===== src/design/mmts_pkg.sv =====
package mmts_pkg;

  localparam int QUEUE_DEPTH_DEF = 8;

  localparam logic [15:0] TIMEOUT_RESET = 16'd50;
  localparam logic [2:0]  BAUD_RESET    = 3'd3;
  localparam logic [7:0]  EXC_FLAG      = 8'h80;
  localparam logic [7:0]  EXC_ADDR      = 8'd1;

  typedef enum logic [1:0] {
    PH_IDLE   = 2'd0,
    PH_TX     = 2'd1,
    PH_AWAIT  = 2'd2,
    PH_SILENT = 2'd3
  } phase_t;

  typedef enum logic [1:0] {
    ACT_TICK  = 2'd0,
    ACT_QUEUE = 2'd1,
    ACT_BLOCK = 2'd2,
    ACT_RESET = 2'd3
  } action_t;

  typedef enum logic [3:0] {
    EV_NONE      = 4'd0,
    EV_FLUSH_TX  = 4'd1,
    EV_TO_RX     = 4'd2,
    EV_ASYNC_RPL = 4'd3,
    EV_SYNC_RPL  = 4'd4,
    EV_SYNC_TMO  = 4'd5,
    EV_SYNC_EXC  = 4'd6,
    EV_ASYNC_DRP = 4'd7,
    EV_QUEUED    = 4'd8,
    EV_Q_REFUSED = 4'd9,
    EV_BUSY      = 4'd10
  } event_t;

  typedef enum logic [1:0] {
    REG_TIMEOUT = 2'd0,
    REG_BAUD    = 2'd1
  } reg_index_t;

  // silence interval in ticks per baud selection, codes above 5 act as 5
  function automatic logic [4:0] silence_ticks(input logic [2:0] baud);
    logic [4:0] t;
    case (baud)
      3'd0:    t = 5'd16;
      3'd1:    t = 5'd8;
      3'd2:    t = 5'd4;
      default: t = 5'd2;
    endcase
    return t;
  endfunction

endpackage


===== src/design/modbus_master_transaction_sequencer.sv =====
// Master-side Modbus RTU transaction sequencer.
// Input channel (in_*): one beat is one event, either a millisecond tick, an
// async request to queue, a blocking request to start, or a reset action.
// The tick beat also carries the transmitter and receiver status (tx_empty,
// rx_count and the first three received bytes).
// Output channel (out_*): exactly one result beat per input beat, in order,
// carrying the event code, its tag, the read length, the exception value and
// the line direction and phase after the event.
// Config channel (cfg_*): index 0 writes the reply timeout, index 1 the baud
// selection; always ready, meant to be written while the block is idle.
// The result of a beat is registered and shown in the cycle after acceptance.
// Throughput: one beat per cycle; all event work is one pass of logic from the
// current state and the beat into the state and the result register, with the
// async queue head prefetched into a register by the queue memory read port.
// Stall: in_ready drops only while a result waits and out_ready is low, so a
// stalled receiver holds the result and blocks the next beat, nothing is lost.
// Reset (rst_n low, synchronous): idle phase, empty queue, no current request,
// counters cleared, timeout 50 ticks, baud selection 3. Queue entries are not
// cleared; empty head/tail pointers keep stale entries from being read.
module modbus_master_transaction_sequencer #(
  parameter int QUEUE_DEPTH = mmts_pkg::QUEUE_DEPTH_DEF
) (
  input  logic        clk,
  input  logic        rst_n,
  // input events
  input  logic        in_valid,
  output logic        in_ready,
  input  logic [1:0]  in_action,
  input  logic [7:0]  in_request_tag,
  input  logic [8:0]  in_reply_length,
  input  logic        in_tx_empty,
  input  logic [8:0]  in_rx_count,
  input  logic [7:0]  in_rx_first,
  input  logic [7:0]  in_rx_second,
  input  logic [7:0]  in_rx_third,
  // results
  output logic        out_valid,
  input  logic        out_ready,
  output logic [3:0]  out_event_res,
  output logic [7:0]  out_event_tag,
  output logic [8:0]  out_read_length,
  output logic [7:0]  out_exception_value,
  output logic        out_drive_enable,
  output logic [1:0]  out_phase,
  // configuration writes
  input  logic        cfg_valid,
  output logic        cfg_ready,
  input  logic [1:0]  cfg_index,
  input  logic [15:0] cfg_data
);
  import mmts_pkg::*;

  localparam int QW = (QUEUE_DEPTH > 1) ? $clog2(QUEUE_DEPTH) : 1;

  function automatic logic [QW-1:0] ring_next(input logic [QW-1:0] i);
    return (i == QW'(QUEUE_DEPTH - 1)) ? '0 : i + 1'b1;
  endfunction

  // configuration registers
  logic [15:0] timeout_cfg_r;
  logic [2:0]  baud_r;

  // sequencer state
  phase_t       phase_r, phase_nxt;
  logic [QW-1:0] head_r, head_nxt;
  logic [QW-1:0] tail_r, tail_nxt;
  logic [7:0]   cur_tag_r, cur_tag_nxt;
  logic [8:0]   cur_len_r, cur_len_nxt;
  logic         cur_sync_r, cur_sync_nxt;
  logic [15:0]  tmo_r, tmo_nxt;
  logic [4:0]   sil_r, sil_nxt;

  // queue memory, entry is {length, tag}; qrd_r holds the entry at the tail
  logic [16:0]  qmem [QUEUE_DEPTH];
  logic [16:0]  qrd_r;
  logic         q_wr;
  logic [16:0]  q_wdata;

  // result register
  logic         out_valid_r;
  logic [3:0]   ev_r;
  logic [7:0]   etag_r;
  logic [8:0]   rdlen_r;
  logic [7:0]   exc_r;
  logic         drv_r;
  phase_t       phase_out_r;

  logic [3:0]   ev_c;
  logic [7:0]   etag_c;
  logic [8:0]   rdlen_c;
  logic [7:0]   exc_c;

  logic acc;
  logic busy, q_full, q_nonempty, expired, rx_done, exc_reply, sil_zero;
  logic [15:0] tmo_dec;
  logic [4:0]  sil_dec;
  action_t act;

  assign cfg_ready = 1'b1;
  assign in_ready  = !out_valid_r || out_ready;
  assign acc       = in_valid && in_ready;
  assign act       = action_t'(in_action);

  // shared decode
  assign busy       = (phase_r == PH_TX) || (phase_r == PH_AWAIT);
  assign q_full     = (ring_next(head_r) == tail_r);
  assign q_nonempty = (head_r != tail_r);
  // a nonzero timeout that counts down to zero on this tick
  assign tmo_dec    = (tmo_r != 16'd0) ? tmo_r - 16'd1 : 16'd0;
  assign expired    = (tmo_r == 16'd1);
  assign rx_done    = (in_rx_count >= cur_len_r);
  assign exc_reply  = (in_rx_count >= 9'd2) && (in_rx_first == EXC_ADDR)
                      && ((in_rx_second & EXC_FLAG) != 8'd0);
  assign sil_dec    = (sil_r != 5'd0) ? sil_r - 5'd1 : 5'd0;
  assign sil_zero   = (sil_dec == 5'd0);

  // next phase
  always_comb begin
    phase_nxt = phase_r;
    case (act)
      ACT_RESET: phase_nxt = PH_IDLE;
      ACT_BLOCK: if (phase_r == PH_IDLE) phase_nxt = PH_TX;
      ACT_QUEUE: phase_nxt = phase_r;
      ACT_TICK: begin
        case (phase_r)
          PH_IDLE:   if (q_nonempty) phase_nxt = PH_TX;
          PH_SILENT: if (sil_zero) phase_nxt = PH_IDLE;
          PH_TX:     if (in_tx_empty) phase_nxt = PH_AWAIT;
          PH_AWAIT:  if (expired || rx_done) phase_nxt = PH_SILENT;
          default:   phase_nxt = phase_r;
        endcase
      end
      default: phase_nxt = phase_r;
    endcase
  end

  // event, queue and counter updates
  always_comb begin
    ev_c         = EV_NONE;
    etag_c       = 8'd0;
    rdlen_c      = 9'd0;
    exc_c        = 8'd0;
    head_nxt     = head_r;
    tail_nxt     = tail_r;
    cur_tag_nxt  = cur_tag_r;
    cur_len_nxt  = cur_len_r;
    cur_sync_nxt = cur_sync_r;
    tmo_nxt      = tmo_r;
    sil_nxt      = sil_r;
    q_wr         = 1'b0;
    q_wdata      = {in_reply_length, in_request_tag};
    case (act)
      ACT_RESET: begin
        head_nxt     = '0;
        tail_nxt     = '0;
        cur_tag_nxt  = 8'd0;
        cur_len_nxt  = 9'd0;
        cur_sync_nxt = 1'b0;
        tmo_nxt      = 16'd0;
        sil_nxt      = 5'd0;
      end
      ACT_BLOCK: begin
        etag_c = in_request_tag;
        if (phase_r != PH_IDLE) begin
          ev_c = EV_BUSY;
        end else begin
          ev_c         = EV_FLUSH_TX;
          cur_tag_nxt  = in_request_tag;
          cur_len_nxt  = in_reply_length;
          cur_sync_nxt = 1'b1;
          tmo_nxt      = timeout_cfg_r;
        end
      end
      ACT_QUEUE: begin
        etag_c = in_request_tag;
        if ((busy && cur_sync_r) || q_full) begin
          ev_c = EV_Q_REFUSED;
        end else begin
          ev_c     = EV_QUEUED;
          q_wr     = 1'b1;
          head_nxt = ring_next(head_r);
        end
      end
      ACT_TICK: begin
        case (phase_r)
          PH_IDLE: begin
            if (q_nonempty) begin
              ev_c         = EV_FLUSH_TX;
              etag_c       = qrd_r[7:0];
              cur_tag_nxt  = qrd_r[7:0];
              cur_len_nxt  = qrd_r[16:8];
              cur_sync_nxt = 1'b0;
              tail_nxt     = ring_next(tail_r);
              tmo_nxt      = timeout_cfg_r;
            end
          end
          PH_SILENT: sil_nxt = sil_dec;
          PH_TX:     if (in_tx_empty) ev_c = EV_TO_RX;
          PH_AWAIT: begin
            tmo_nxt = tmo_dec;
            if (expired || rx_done) begin
              etag_c = cur_tag_r;
              if (expired) begin
                if (!cur_sync_r) begin
                  ev_c = EV_ASYNC_DRP;
                end else if (exc_reply) begin
                  ev_c  = EV_SYNC_EXC;
                  exc_c = (in_rx_count >= 9'd3) ? in_rx_third : 8'd0;
                end else begin
                  ev_c = EV_SYNC_TMO;
                end
              end else begin
                ev_c    = cur_sync_r ? EV_SYNC_RPL : EV_ASYNC_RPL;
                rdlen_c = cur_len_r;
              end
              // transaction done, start the silence interval
              cur_tag_nxt  = 8'd0;
              cur_len_nxt  = 9'd0;
              cur_sync_nxt = 1'b0;
              tmo_nxt      = 16'd0;
              sil_nxt      = silence_ticks(baud_r);
            end
          end
          default: ev_c = EV_NONE;
        endcase
      end
      default: ev_c = EV_NONE;
    endcase
  end

  always_ff @(posedge clk) begin
    if (!rst_n) begin
      timeout_cfg_r <= TIMEOUT_RESET;
      baud_r        <= BAUD_RESET;
    end else if (cfg_valid && cfg_ready) begin
      case (reg_index_t'(cfg_index))
        REG_TIMEOUT: timeout_cfg_r <= cfg_data;
        REG_BAUD:    baud_r        <= cfg_data[2:0];
        default:     ;
      endcase
    end
  end

  always_ff @(posedge clk) begin
    if (!rst_n) begin
      phase_r    <= PH_IDLE;
      head_r     <= '0;
      tail_r     <= '0;
      cur_tag_r  <= 8'd0;
      cur_len_r  <= 9'd0;
      cur_sync_r <= 1'b0;
      tmo_r      <= 16'd0;
      sil_r      <= 5'd0;
    end else if (acc) begin
      phase_r    <= phase_nxt;
      head_r     <= head_nxt;
      tail_r     <= tail_nxt;
      cur_tag_r  <= cur_tag_nxt;
      cur_len_r  <= cur_len_nxt;
      cur_sync_r <= cur_sync_nxt;
      tmo_r      <= tmo_nxt;
      sil_r      <= sil_nxt;
    end
  end

  // queue memory: one write port at the head, registered read at the next tail,
  // with bypass when an entry is written into an empty queue
  always_ff @(posedge clk) begin
    if (acc && q_wr) begin
      qmem[head_r] <= q_wdata;
    end
    if (acc && q_wr && (head_r == tail_nxt)) begin
      qrd_r <= q_wdata;
    end else if (acc) begin
      qrd_r <= qmem[tail_nxt];
    end else begin
      qrd_r <= qmem[tail_r];
    end
  end

  // result register
  always_ff @(posedge clk) begin
    if (!rst_n) begin
      out_valid_r <= 1'b0;
    end else if (acc) begin
      out_valid_r <= 1'b1;
    end else if (out_ready) begin
      out_valid_r <= 1'b0;
    end
  end

  always_ff @(posedge clk) begin
    if (acc) begin
      ev_r        <= ev_c;
      etag_r      <= etag_c;
      rdlen_r     <= rdlen_c;
      exc_r       <= exc_c;
      drv_r       <= (phase_nxt == PH_TX);
      phase_out_r <= phase_nxt;
    end
  end

  assign out_valid           = out_valid_r;
  assign out_event_res       = ev_r;
  assign out_event_tag       = etag_r;
  assign out_read_length     = rdlen_r;
  assign out_exception_value = exc_r;
  assign out_drive_enable    = drv_r;
  assign out_phase           = phase_out_r;

endmodule


===== config.mk =====
export PLATFORM = sky130hd
export DESIGN_NAME = modbus_master_transaction_sequencer
export DESIGN_NICKNAME = d
export VERILOG_FILES = /design/src/design/mmts_pkg.sv /design/src/design/modbus_master_transaction_sequencer.sv
export SDC_FILE = /design/constraint.sdc
export NUM_CORES = 1
export LEC_CHECK = 0
export BUFFER_PORTS_ARGS = -buffer_cell sky130_fd_sc_hd__buf_2
export CORE_MARGIN = 5
export CORE_UTILIZATION = 47
export DETAILED_ROUTE_END_ITERATION = 12
export GPL_TIMING_DRIVEN = 0
export HOLD_SLACK_MARGIN = 0.02
export PLACE_DENSITY_LB_ADDON = 0.2
export SYNTH_ARGS = -nofsm -noshare
export SYNTH_HDL_FRONTEND = slang
export SYNTH_SLANG_ARGS = --single-unit

===== constraint.sdc =====
create_clock -name clk -period 3.9 [get_ports clk]
set_clock_uncertainty 0.15 [all_clocks]
set_input_delay 0.78 -clock clk [delete_from_list [all_inputs] [get_ports clk]]
set_output_delay 0.78 -clock clk [all_outputs]
set_load 0.05 [all_outputs]

; ---- After elaboration in Yosys (flattened, before gate mapping)
; Memories as Yosys holds them, arrays and structs flattened. A register that Yosys moved wholly into a read port is not among the register bits.
; Index checks and enable logic that the tools add are counted.
; W data, S select, Z words.
[totals]
input_bits = 76
ram_bits = 136
out_inout_bits = 35
mem_count = 1
reg_bits = 116
latchBits = 0
mem_bits_ro = 0
elab_cells = 149
[op_classes]
order_cmp = 3
div_mod_pow = 0
eq_ne = 23
shift = 0
n_reduce_logical = 32
muxes = 65
add_sub_neg = 4
bitwise = 3
n_mul = 0
[memory_table]
columns = name, depth, word_bits, rd, rd_ports_with_merged_regs, write_ports, line
row1 = qmem, 8, 17, 2, 1, 1, modbus_master_transaction_sequencer.sv:74  ; logic [16:0] qmem [QUEUE_DEPTH];
[ops]
columns = operator, count
row1 = $mux W16, 4
row2 = $pmux W16 S3, 1
row3 = $pmux W8 S2, 3
row4 = $mux W8, 5
row5 = $mux W17, 2
row6 = $pmux W16 S2, 1
row7 = $mux W9, 3
row8 = $pmux W9 S3, 1
row9 = $mux W3, 8
row10 = $pmux W4 S3, 2
row11 = $pmux W8 S3, 1
row12 = $pmux W5 S2, 2
row13 = $ge A9 B2 Y1 const B, 2
row14 = $pmux W9 S2, 1
row15 = $eq A16 B1 Y1 const B, 1
row16 = $mux W2, 8
row17 = $pmux W2 S4, 2
row18 = $reduce_bool A16 Y1, 1
row19 = $sub A16 B1 Y16 const B, 1
row20 = $pmux W5 S3, 1
row21 = $mux W4, 3
row22 = $pmux W3 S2, 2
row23 = $mux W1, 11
row24 = $mux W5, 2
row25 = other kinds (34), 62

; ---- Longest topological paths before layout
; Gate-level depths: netlist (run 1).
[logic_depth]
ltp_word = 9
depth_mapped = 12
depth_no_buf = 9

; ---- Least setup slack after synthesis (run 1)
; Ideal clock, no wire load.
[synth_path]
kind = input-to-reg
start = input out_ready
end = memory qmem[2][0] (enable)
n_path_buf = 1
setup_ns = 0.416
t_arrival_ns = 3.583
path_stages = 7
path_slack_ns = -0.249
required_ns = 3.334
path_cell_list = nand2b_1 nand2_1 clkinv_1 and3_1 clkbuf_1 nand2b_1 nor3b_1
[synth_via]
elab_chain_cells = 5
[synth_rtl]
columns = element, line
row1 = "start, declared", modbus_master_transaction_sequencer.sv:38  ; input logic out_ready,
row2 = $logic_or A1 B1 Y1, modbus_master_transaction_sequencer.sv:100  ; assign in_ready = !out_valid_r || out_ready;
row3 = $logic_and A1 B1 Y1, modbus_master_transaction_sequencer.sv:101  ; assign acc = in_valid && in_ready;
row4 = $logic_and A1 B1 Y1, modbus_master_transaction_sequencer.sv:269  ; if (acc && q_wr) begin
row5 = $mux W1, modbus_master_transaction_sequencer.sv:269
row6 = $mux W1 (not written as such), modbus_master_transaction_sequencer.sv:270  ; qmem[head_r] <= q_wdata;
row7 = "end, declared", modbus_master_transaction_sequencer.sv:74
; Every way passes these cells.

; ---- Worst setup path in the final report (run 1)
[layout_path]
start = register head_r[0]
end = memory qmem[5][15] (enable)
[layout_via]
elab_chain_cells = 9
elab_cells_between_ends = 10
cone_classes = 1 x add/sub / 2 x eq/ne / 5 x mux / 2 x reduce/logical
[layout_rtl]
columns = element, line
row1 = "start, declared", modbus_master_transaction_sequencer.sv:65  ; logic [QW-1:0] head_r, head_nxt;
row2 = "start signal, assigned", modbus_master_transaction_sequencer.sv:256  ; head_r <= head_nxt;
row3 = $add A3 B1 Y3 / $eq A3 B3 Y1 (equally long branches), modbus_master_transaction_sequencer.sv:56  ; return (i == QW'(QUEUE_DEPTH - 1)) ? '0 : i + 1'b1;
row4 = $mux W3, modbus_master_transaction_sequencer.sv:56
row5 = $eq A3 B3 Y1, modbus_master_transaction_sequencer.sv:106  ; assign q_full = (ring_next(head_r) == tail_r);
row6 = $logic_or A1 B1 Y1, modbus_master_transaction_sequencer.sv:176  ; if ((busy && cur_sync_r) || q_full) begin
row7 = $mux W1, modbus_master_transaction_sequencer.sv:176
row8 = $mux W1, modbus_master_transaction_sequencer.sv:152  ; case (act)
row9 = $logic_and A1 B1 Y1, modbus_master_transaction_sequencer.sv:269
row10 = $mux W1, modbus_master_transaction_sequencer.sv:269
row11 = $mux W1 (not written as such), modbus_master_transaction_sequencer.sv:270
; Several ways; a longest one is shown, not always the timed one.

==> reports/qor.yml, run 1 <==
status:
  status: "complete, no violations"
job:
  drv_cap: 0
yosys:
  yosys.cell_types.count: 75
  synthesis.area_mm2: 0.0124
  ys_ff_latch: 255
  synth_warnings: 0
  synthArstFlopShare_pct: 0
  ys.flop_type: "edfxtp_1"
  syn-num-nets: 1126
  ys_seq_area_share_pct: 54.8
  avgSynthCellArea_um2: 12.1
  synthCells: 1024
  synth-edff-count: 168
sta:
  fin_crit_sh_pct: 96.5
  slew_headroom_pct: 17.2
  worst_slew_pin_slew_ps: 1240
  timing.final.hold_violations: 0
  slew_violations: 0
  rsz0062_at_grt: "true"
  holdWs_ps: 295
  min_period_ps: 3760
  timing.fmax_mhz: 266
  setup_viol: 0
placed_design:
  post-dp-hpwl_mm: 23.3
  port_buffers: 102
  place.gp.congestion: 0.855
  dpl_cell_area_mm2: 0.0135
layout:
  syn2layout_area_growth_pct: 16.5
  regArea_mm2: 0.00679
  nFillCells: 2202
  drive_gt1_share_pct: 25.9
  multiInputGateArea_mm2: 0.00524
  fin_nets: 1268
  post-route-cell-area_mm2: 0.0144
critical_path:
  cp.required_ps: 3990
  worstPathMaxFanout: 10
  critical_path_class: "register to register"
  rr_worst_depth: 9
  critPathCaptureType: "register"
  cp.arrival_ps: 3850
  start_kind: "register"
global_route:
  grt_max_degree: 37
  grt_antenna_before_repair: 1
  grt_overflow: 0
  grt_pass1_vias: 8895
  grt_use_total_pct: 22.2
  grt_pass1_wl_mm: 51.1
clock_network:
  cts_max_path_buffers: 3
  cts-htree-levels: 1
  cts_tree: "yes"
  clk_transition_reported_paths_ps: 70
  cts_setup_buffers: 0
  cts-buffers-inserted: 28
  root_buffer: "clkbuf_16"
  cts.hold.buffers_added: 0
  clk_latency_ps: 550
  clock-sinks: 255
  ctsResizeCount: 0
power:
  cellPowerDensity_mw_per_mm2: 448
  worst_ir_drop_vdd_v: 0.000296
  fin_total_pwr_w: 0.00646
  p_leak_nw: 5.20
drt:
  firstDrtPassIters: 5
  drc_errors: 0
  num_vias: 9152
  totalWireLength_mm: 33.6
  ant_nets: 0
  wire_per_inst_um: 22.0
  drt_iter0_drc: 749
  routed_via_density: 6.01
worst_hold_path:
  hold_depth: 3
  hp-class: "input port to register"
die:
  dieArea_mm2: 0.0297
  die_h_um: 172
  io_pins: 111
  placementRows: 59
  start_util_pct: 47.7
  dieWidth_um: 172
  core_area_mm2: 0.0260
[power breakdown]
group          total [W]  switching (W)  internal, W
Combinational   0.000821       0.000521     0.000300
Sequential       0.00303      0.0000524      0.00297
Clock            0.00262        0.00106      0.00155
Total            0.00646        0.00164      0.00483
[worst max-delay path, stage by stage, from the launching register on]
cell,delay [ps]
dfxtp_1,380
clkbuf_1,460
nor2_1,160
xnor2_1,150
a32oi_1,320
and3_1,200
clkbuf_1,280
nand2_1,230
nor3b_2,860
buf_8,260
[sequential cells by signal, summed over array words and instances, names as in the netlist, named ones only]
| signal | flops |
|---|---|
| qmem | 136 |
| qrd_r | 17 |
| timeout_cfg_r | 16 |
| tmo_r | 16 |
| cur_len_r | 9 |
| out_read_length | 9 |
| cur_tag_r | 8 |
| out_event_tag | 8 |
| out_exception_value | 8 |
| sil_r | 5 |
| out_event_res | 4 |
| baud_r | 3 |
| head_r | 3 |
| tail_r | 3 |
| out_phase | 2 |
| phase_r | 2 |
| cur_sync_r | 1 |
| out_drive_enable | 1 |
| out_valid | 1 |
[final cells by class]
type	count	area share [%]
Sequential cell	255	47.0
Multi-Input combinational cell	675	36.3
Clock buffer	36	5.21
Timing Repair Buffer	112	4.62
Tap cell	335	2.91
Buffer	64	2.01
Clock inverter	15	1.08
Inverter	30	0.781
Antenna cell	1	0.0173
[cell usage in the layout (no fill, tap or decap), types with 9 or more instances in the layout]
cell type  Yosys  routed
a211oi_1      19      19
a21oi_1       65      65
a22o_1        18      18
a22oi_1       30      30
a31oi_1       21      21
and2_1        20      20
buf_2         18     120
clkbuf_1      38      44
clkbuf_16      0      29
dfxtp_1       87      87
edfxtp_1     168     168
ha_1          26      26
inv_1         27      27
mux2_2        69      69
mux2i_1       25      25
mux4_2        34      34
nand2_1       74      74
nand2b_1      10      10
nand3_1       11      11
nor2_1        91      89
nor3_1        12      10
o21ai_0       27      27
xnor2_1        9       9
[kinds of logic after synthesis]
group                    count (synthesis)  share of synthesized area [%]
buffers and inverters                   94                           3.24
AND/OR/NAND/NOR                        267                           10.4
adder cells (fa/ha/maj)                 26                           2.63
multiplexers                           128                           14.5
AO/OA/AOI/OAI                          243                           13.6
XOR/XNOR                                10                          0.768
other                                    1                         0.0303
flip-flops                             255                           54.8
[metrics by stage]
stage | setup slack [ps] | cells | TNS (ps) | util [%]
3_5_place_dp | -129 | 1471 | -551 | 52.0
3_3_place_gp | -1490 | 1461 | -127540 | 51.3
4_1_cts | 166 | 1522 | 0 | 55.5
6_report | 136 | 1523 | 0 | 55.5
2_1_floorplan | -247 | 1024 | -12280 | -
5_1_grt | -31.4 | 1523 | -211 | 55.5
[worst paths after layout]
check / start / endpoint / slack, ps
worst min-delay path: cfg_data[4] / timeout_cfg_r[4]$_SDFFE_PN1P_ / 290
worst max register to register: head_r[0]$_SDFFE_PN0P_ / qmem[5][15]$_DFFE_PP_ / 140
worst max-delay path: head_r[0]$_SDFFE_PN0P_ / qmem[5][15]$_DFFE_PP_ / 140
worst min register to register: timeout_cfg_r[9]$_SDFFE_PN0P_ / timeout_cfg_r[9]$_SDFFE_PN0P_ / 310
[synth_stat cells (3+ instances only)]
library cell / count / share of area (%)
a22o_1: 18 / 1.3
buf_2: 18 / 0.73
nand3_1: 11 / 0.44
nor3b_1: 7 / 0.42
a21o_1: 3 / 0.18
ha_1: 26 / 2.6
a32oi_1: 7 / 0.50
o31ai_1: 4 / 0.24
a21oi_1: 65 / 2.6
xnor2_1: 9 / 0.64
inv_1: 27 / 0.82
a22oi_1: 30 / 1.8
o21ai_0: 27 / 1.1
nor4_1: 5 / 0.25
nand2b_1: 10 / 0.51
nand4_1: 3 / 0.15
or3_1: 3 / 0.15
mux4_2: 34 / 6.2
a31o_2: 6 / 0.42
edfxtp_1: 168 / 41
buf_4: 5 / 0.30
and2_1: 20 / 1.0
a32o_1: 7 / 0.57
mux2_2: 69 / 6.3
o211ai_1: 3 / 0.18
nor2b_1: 4 / 0.20
nand4b_1: 5 / 0.35
and3_1: 6 / 0.30
a31oi_1: 21 / 1.1
a2bb2oi_1: 6 / 0.42
o211a_1: 5 / 0.40
dfxtp_1: 87 / 14
nor3_1: 12 / 0.49
clkbuf_1: 38 / 1.2
nand2_1: 74 / 2.2
mux2i_1: 25 / 2.0
nor2_1: 91 / 2.8
a211oi_1: 19 / 1.2
[layer usage]
layer | share of wire (%) | global-route usage [%] | vias up
met3 | 8.0 | 2.86 | 75
met1 | 41 | 30.6 | 4470
met2 | 47 | 36.3 | 397
li1 | - | - | 4210
met4 | 3.5 | 8.13 | 0
met5 | 0 | 0 | -
Note: power is estimated with default switching activity, not from simulation.
==> inputs of run 2 (changes only) <==
--- a/config.mk
+++ b/config.mk
@@ -7,7 +7,7 @@
 export LEC_CHECK = 0
 export BUFFER_PORTS_ARGS = -buffer_cell sky130_fd_sc_hd__buf_2
 export CORE_MARGIN = 5
-export CORE_UTILIZATION = 47
+export CORE_UTILIZATION = 35
 export DETAILED_ROUTE_END_ITERATION = 12
 export GPL_TIMING_DRIVEN = 0
 export HOLD_SLACK_MARGIN = 0.02
==> reports/qor.yml, run 2 (synthesis results as in run 1) <==
status:
  status: "complete, no violations"
die:
  dieWidth_um: 198  # +15%
  io_pins: 111  # unchanged
  placementRows: 68  # +15%
  dieArea_mm2: 0.0392  # +32%
  start_util_pct: 35.7  # -12 points
  core_area_mm2: 0.0347  # +34%
  die_h_um: 198  # +15%
drt:
  top_layer: "met5"
  drc_errors: 0  # unchanged
  firstDrtPassIters: 5  # unchanged
  num_vias: 9054  # -1.1%
  drt_iter0_drc: 848  # +13%
  ant_nets: 0  # unchanged
  routed_via_density: 5.50  # -8.5%
  drt-met1-wl_mm: 16.1  # +16%
  wl_met2_mm: 17.3  # +9.4%
  met3WireLength_mm: 2.02  # -25%
  totalWireLength_mm: 36.1  # +7.6%
  wire_per_inst_um: 21.9  # -0.50%
clock_network:
  clk_latency_ps: 550  # about the same
  cts_tree: "yes"
  cts_max_path_buffers: 3  # unchanged
  cts-buffers-inserted: 29  # +3.6%
  cts-htree-levels: 1  # unchanged
  clk_transition_reported_paths_ps: 60  # about the same
  root_buffer: "clkbuf_16"
  clock-sinks: 255  # unchanged
  cts_setup_buffers: 0  # unchanged
sta:
  rsz0062_at_grt: "false"
  slew_headroom_pct: 21.8  # +4.6 points
  worst_slew_pin_slew_ps: 1170  # -74.5 ps
  slew_violations: 0  # unchanged
  min_period_ps: 3590  # -177 ps
  holdWs_ps: 293  # -1.66 ps
  timing.final.hold_violations: 0  # unchanged
  setup_viol: 0  # unchanged
  timing.fmax_mhz: 279  # +4.9%
  fin_crit_sh_pct: 92.0  # -4.5 points
job:
  drv_cap: 0  # unchanged
global_route:
  grt_pass1_vias: 9239  # +3.9%
  grt_max_degree: 23  # -38%
  grt_use_total_pct: 17.9  # -4.3 points
  grt_overflow: 0  # unchanged
  grt_pass1_wl_mm: 54.9  # +7.5%
  grt_antenna_before_repair: 2  # +1
power:
  fin_total_pwr_w: 0.00661  # +2.2%
  cellPowerDensity_mw_per_mm2: 450  # +0.41%
  p_leak_nw: 5.25  # +1.0%
  worst_ir_drop_vdd_v: 0.000314  # +5.9%
critical_path:
  cp.required_ps: 4200  # +210 ps
  rr_worst_depth: 9  # unchanged
  worstPathMaxFanout: 10  # unchanged
  critPathCaptureType: "register"
  critical_path_class: "register to register"
  reg2reg_setup_slack_ps: 310  # +180 ps
  start_kind: "register"
  cp.arrival_ps: 3890  # +40 ps
  worstSetupEndpoint: "qrd_r[9]$_DFF_P_"
  startpoint: "phase_r[0]$_SDFFE_PN0P_"
  regToRegStartpoint: "phase_r[0]$_SDFFE_PN0P_"
  reg2reg_to: "qrd_r[9]$_DFF_P_"
layout:
  nFillCells: 3281  # +49%
  drive_gt1_share_pct: 26.5  # +0.65 points
  post-route-cell-area_mm2: 0.0147  # +1.8%
  largest_reg_flops: 136  # unchanged
  final_util_pct: 42.3  # -13 points
  stdcell_count: 1647  # +8.1%
  antennaDiodeCount: 0  # -1
  fin_nets: 1272  # +0.32%
  final_common_cell: "edfxtp_1"
  syn2layout_area_growth_pct: 18.6
  top_register: "qmem"
  final_cell_mix: "edfxtp_1 (168), buf_2 (120), nor2_1 (89), dfxtp_1 (87), nand2_1 (74)"
  largestRegisters: "qmem (136), qrd_r (17)"
placed_design:
  dpl_cell_area_mm2: 0.0137  # +1.4%
  placed_cells: 1594  # +8.4%
  place.gp.congestion: 0.826  # -3.4%
  port_buffers: 102  # unchanged
  post-dp-hpwl_mm: 25.5  # +9.4%
worst_hold_path:
  hp-class: "input port to register"
[run 2: final cells by class]
type                            instances  area (um2)  share of cell area (%)
Inverter                               30         113                   0.767
Tap cell                              455         569                    3.88
Timing Repair Buffer                  115         704                    4.80
Multi-Input combinational cell        675        5250                    35.7
Sequential cell                       255        6790                    46.2
Clock buffer                           45         900                    6.13
Buffer                                 64         290                    1.98
Clock inverter                          8        71.3                   0.486
[run 2: routing by layer]
layer / GRT usage, % / vias to the layer above
li1: - / 4216
met4: 4.31 / 4
met3: 2.79 / 51
met2: 29.8 / 276
met1: 24.8 / 4507
met5: 0 / -
[run 2: timing repair]
action,4_1_cts,5_1_grt
hold buffers,0,0
endpoints found under the setup margin,0,6
gates resized for setup,0,1
[run 2: worst min-delay path by stage]
stage	start	cells past startpoint	slack (ps)	end
after floorplan	timeout_cfg_r[13]$_SDFFE_PN0P_	2	290	timeout_cfg_r[13]$_SDFFE_PN0P_
final	cfg_data[4]	3	290	timeout_cfg_r[4]$_SDFFE_PN1P_
after detailed placement	timeout_cfg_r[11]$_SDFFE_PN0P_	2	300	timeout_cfg_r[11]$_SDFFE_PN0P_
after global placement	timeout_cfg_r[11]$_SDFFE_PN0P_	2	300	timeout_cfg_r[11]$_SDFFE_PN0P_
after global routing	cfg_data[5]	3	290	timeout_cfg_r[5]$_SDFFE_PN1P_
after CTS	cfg_data[5]	3	280	timeout_cfg_r[5]$_SDFFE_PN1P_
[run 2: critical path, cell delays in order (launching register included)]
cell and delay (ps):
dfxtp_1 360, inv_1 160, ha_1 210, clkbuf_1 390
a2bb2oi_1 230, nand3_1 260, nor2_1 720, clkbuf_1 590
a21oi_1 170, a31oi_1 260
[run 2: through the flow]
stage | setup WS, ps | TNS [ps]
2_1_floorplan | -247 | -12280
3_3_place_gp | -2100 | -184940
3_5_place_dp | -226 | -2170
4_1_cts | 210 | 0
5_1_grt | 35.5 | 0
6_report | 313 | 0
[run 2: report_power, final]
group          switching [W]  internal [W]
combinational       0.000532      0.000302
sequential         0.0000534       0.00297
clock                0.00110       0.00165
total                0.00168       0.00492
==> inputs of run 3 (changes only) <==
--- a/config.mk
+++ b/config.mk
@@ -6,12 +6,14 @@
 export NUM_CORES = 1
 export LEC_CHECK = 0
 export BUFFER_PORTS_ARGS = -buffer_cell sky130_fd_sc_hd__buf_2
+export CAP_MARGIN = 20
 export CORE_MARGIN = 5
 export CORE_UTILIZATION = 35
 export DETAILED_ROUTE_END_ITERATION = 12
 export GPL_TIMING_DRIVEN = 0
 export HOLD_SLACK_MARGIN = 0.02
-export PLACE_DENSITY_LB_ADDON = 0.2
+export PLACE_DENSITY = 0.58
+export SETUP_SLACK_MARGIN = 0.3
 export SYNTH_ARGS = -nofsm -noshare
 export SYNTH_HDL_FRONTEND = slang
 export SYNTH_SLANG_ARGS = --single-unit
==> reports/qor.yml, run 3 (synthesis results as in run 1) <==
critical_path:
  start_kind: "register"
  regToRegStartpoint: "head_r[0]$_SDFFE_PN0P_"
  critical_path_class: "register to register"
  reg2reg_setup_slack_ps: 450  # +140 ps
  critPathCaptureType: "register"
  worstPathMaxFanout: 10  # unchanged
  startpoint: "head_r[0]$_SDFFE_PN0P_"
  cp.required_ps: 4030  # -170 ps
  cp.arrival_ps: 3580  # -310 ps
global_route:
  grt_antenna_before_repair: 4  # +2
  grt_overflow: 0  # unchanged
  grt_max_degree: 22  # -4.3%
  grt_use_total_pct: 18.2  # +0.21 points
  grt_pass1_wl_mm: 54.9  # about the same
  grt_pass1_vias: 9176  # -0.68%
power:
  fin_total_pwr_w: 0.00660  # -0.13%
  p_leak_nw: 5.27  # +0.44%
  worst_ir_drop_vdd_v: 0.000388  # +24%
  cellPowerDensity_mw_per_mm2: 447  # -0.58%
drt:
  ant_nets: 0  # unchanged
  wire_per_inst_um: 22.0  # +0.21%
  top_layer: "met5"
  drc_errors: 0  # unchanged
  drt-met1-wl_mm: 15.7  # -2.6%
  num_vias: 9164  # +1.2%
  routed_via_density: 5.54  # +0.73%
  drt_iter0_drc: 750  # -12%
  firstDrtPassIters: 5  # unchanged
  met3WireLength_mm: 2.54  # +26%
  wl_met2_mm: 17.0  # -1.6%
  totalWireLength_mm: 36.4  # +0.70%
clock_network:
  cts-htree-levels: 1  # unchanged
  cts.hold.buffers_added: 0  # unchanged
  clock-sinks: 255  # unchanged
  clk_transition_reported_paths_ps: 60  # about the same
  cts-buffers-inserted: 29  # unchanged
  root_buffer: "clkbuf_16"
  clk_latency_ps: 580  # +30 ps
  cts_max_path_buffers: 3  # unchanged
  cts_tree: "yes"
sta:
  setup_viol: 0  # unchanged
  holdWs_ps: 277  # -16.1 ps
  timing.final.hold_violations: 0  # unchanged
  fin_tns_setup_ps: 0  # unchanged
  rsz0062_at_grt: "true"
  worst_slew_pin_slew_ps: 1060  # -107 ps
  min_period_ps: 3450  # -142 ps
  timing.fmax_mhz: 290  # +4.1%
  fin_crit_sh_pct: 88.3  # -3.6 points
  slew_violations: 0  # unchanged
  fin_ws_ps: 455  # +142 ps
  slew_headroom_pct: 29.3  # +7.5 points
status:
  status: "complete, no violations"
die:
  core_area_mm2: 0.0347  # unchanged
  placementRows: 68  # unchanged
  start_util_pct: 35.7  # unchanged
  dieArea_mm2: 0.0392  # unchanged
  die_h_um: 198  # unchanged
  dieWidth_um: 198  # unchanged
  io_pins: 111  # unchanged
layout:
  syn2layout_area_growth_pct: 19.1
  largest_reg_flops: 136  # unchanged
  largestRegisters: "qmem (136), qrd_r (17)"
  fin_nets: 1279  # +0.55%
  top_register: "qmem"
  final_common_cell: "edfxtp_1"
  final_cell_mix: "edfxtp_1 (168), buf_2 (120), nor2_1 (88), dfxtp_1 (87), nand2_1 (74)"
  nFillCells: 3266  # -0.46%
  post-route-cell-area_mm2: 0.0147  # +0.44%
  drive_gt1_share_pct: 27.6  # +1.1 points
placed_design:
  place.gp.congestion: 0.832  # +0.75%
  port_buffers: 102  # unchanged
  pre_cts_slack_ps: -134  # +92.1 ps
  post-dp-hpwl_mm: 25.5  # about the same
  dpl_cell_area_mm2: 0.0137  # about the same
worst_hold_path:
  hp-class: "input port to register"
  hp-start: "cfg_data[5]"
job:
  drv_cap: 0  # unchanged
-- run 3: changes by cell type in the layout (fill, tap and decap cells not counted), sizes merged --
cell / previous run / this run
clkinv: 8 / 7
diode: 0 / 1
inv: 28 / 30
clkbuf: 83 / 75
buf: 141 / 148
clkinvlp: 1 / 7
bufinv: 1 / 2
-- run 3: final cells by class --
class / instances / area, um2 / share of cell area [%]
timing repair buffer: 122 / 769 / 5.22
antenna: 1 / 2.50 / 0.0170
buffer: 64 / 294 / 1.99
sequential: 255 / 6790 / 46.0
clock buffer: 37 / 796 / 5.40
inverter: 30 / 113 / 0.764
multi-input combinational: 675 / 5250 / 35.6
clock inverter: 16 / 168 / 1.14
tap: 455 / 569 / 3.86
-- run 3: final timing paths --
path                                   end  depth (start not counted)
max reg2reg          qmem[6][15]$_DFFE_PP_                          9
min reg2reg  timeout_cfg_r[2]$_SDFFE_PN0P_                          2
min          timeout_cfg_r[5]$_SDFFE_PN1P_                          3
max                  qmem[6][15]$_DFFE_PP_                          9
-- run 3: repair_timing --
item / in CTS / in global routing
resized for setup: 0 / 8
setup endpoints to repair: 0 / 91
setup buffers: 0 / 5
-- run 3: metrics by stage --
| step | std cells | utilization (%) |
|---|---|---|
| 3_5_place_dp | 1595 | 39.5 |
| 4_1_cts | 1648 | 42.3 |
| 3_3_place_gp | 1581 | 38.8 |
| 5_1_grt | 1655 | 42.5 |
| 6_report | 1655 | 42.5 |
| 2_1_floorplan | 1024 | - |
-- run 3: where the power goes --
group	leakage [nW]	internal (W)	switching (W)	total, W
Clock	0.454	0.00159	0.00115	0.00274
Sequential	2.26	0.00297	0.0000532	0.00303
Combinational	2.56	0.000304	0.000528	0.000832
Total	5.27	0.00486	0.00173	0.00660
-- run 3: layer usage --
| metal | GRT usage (%) | up-vias |
|---|---|---|
| li1 | - | 4226 |
| met5 | 0 | - |
| met2 | 29.0 | 347 |
| met1 | 25.1 | 4513 |
| met3 | 2.98 | 72 |
| met4 | 6.58 | 6 |
-- run 3: critical path: stages (launching register included) --
cell	delay, ps
dfxtp_1	370
clkbuf_1	450
nor2_1	160
xnor2_1	150
a32oi_1	260
and3_1	190
clkbuf_1	260
nand2_1	210
nor3b_2	700
buf_6	250
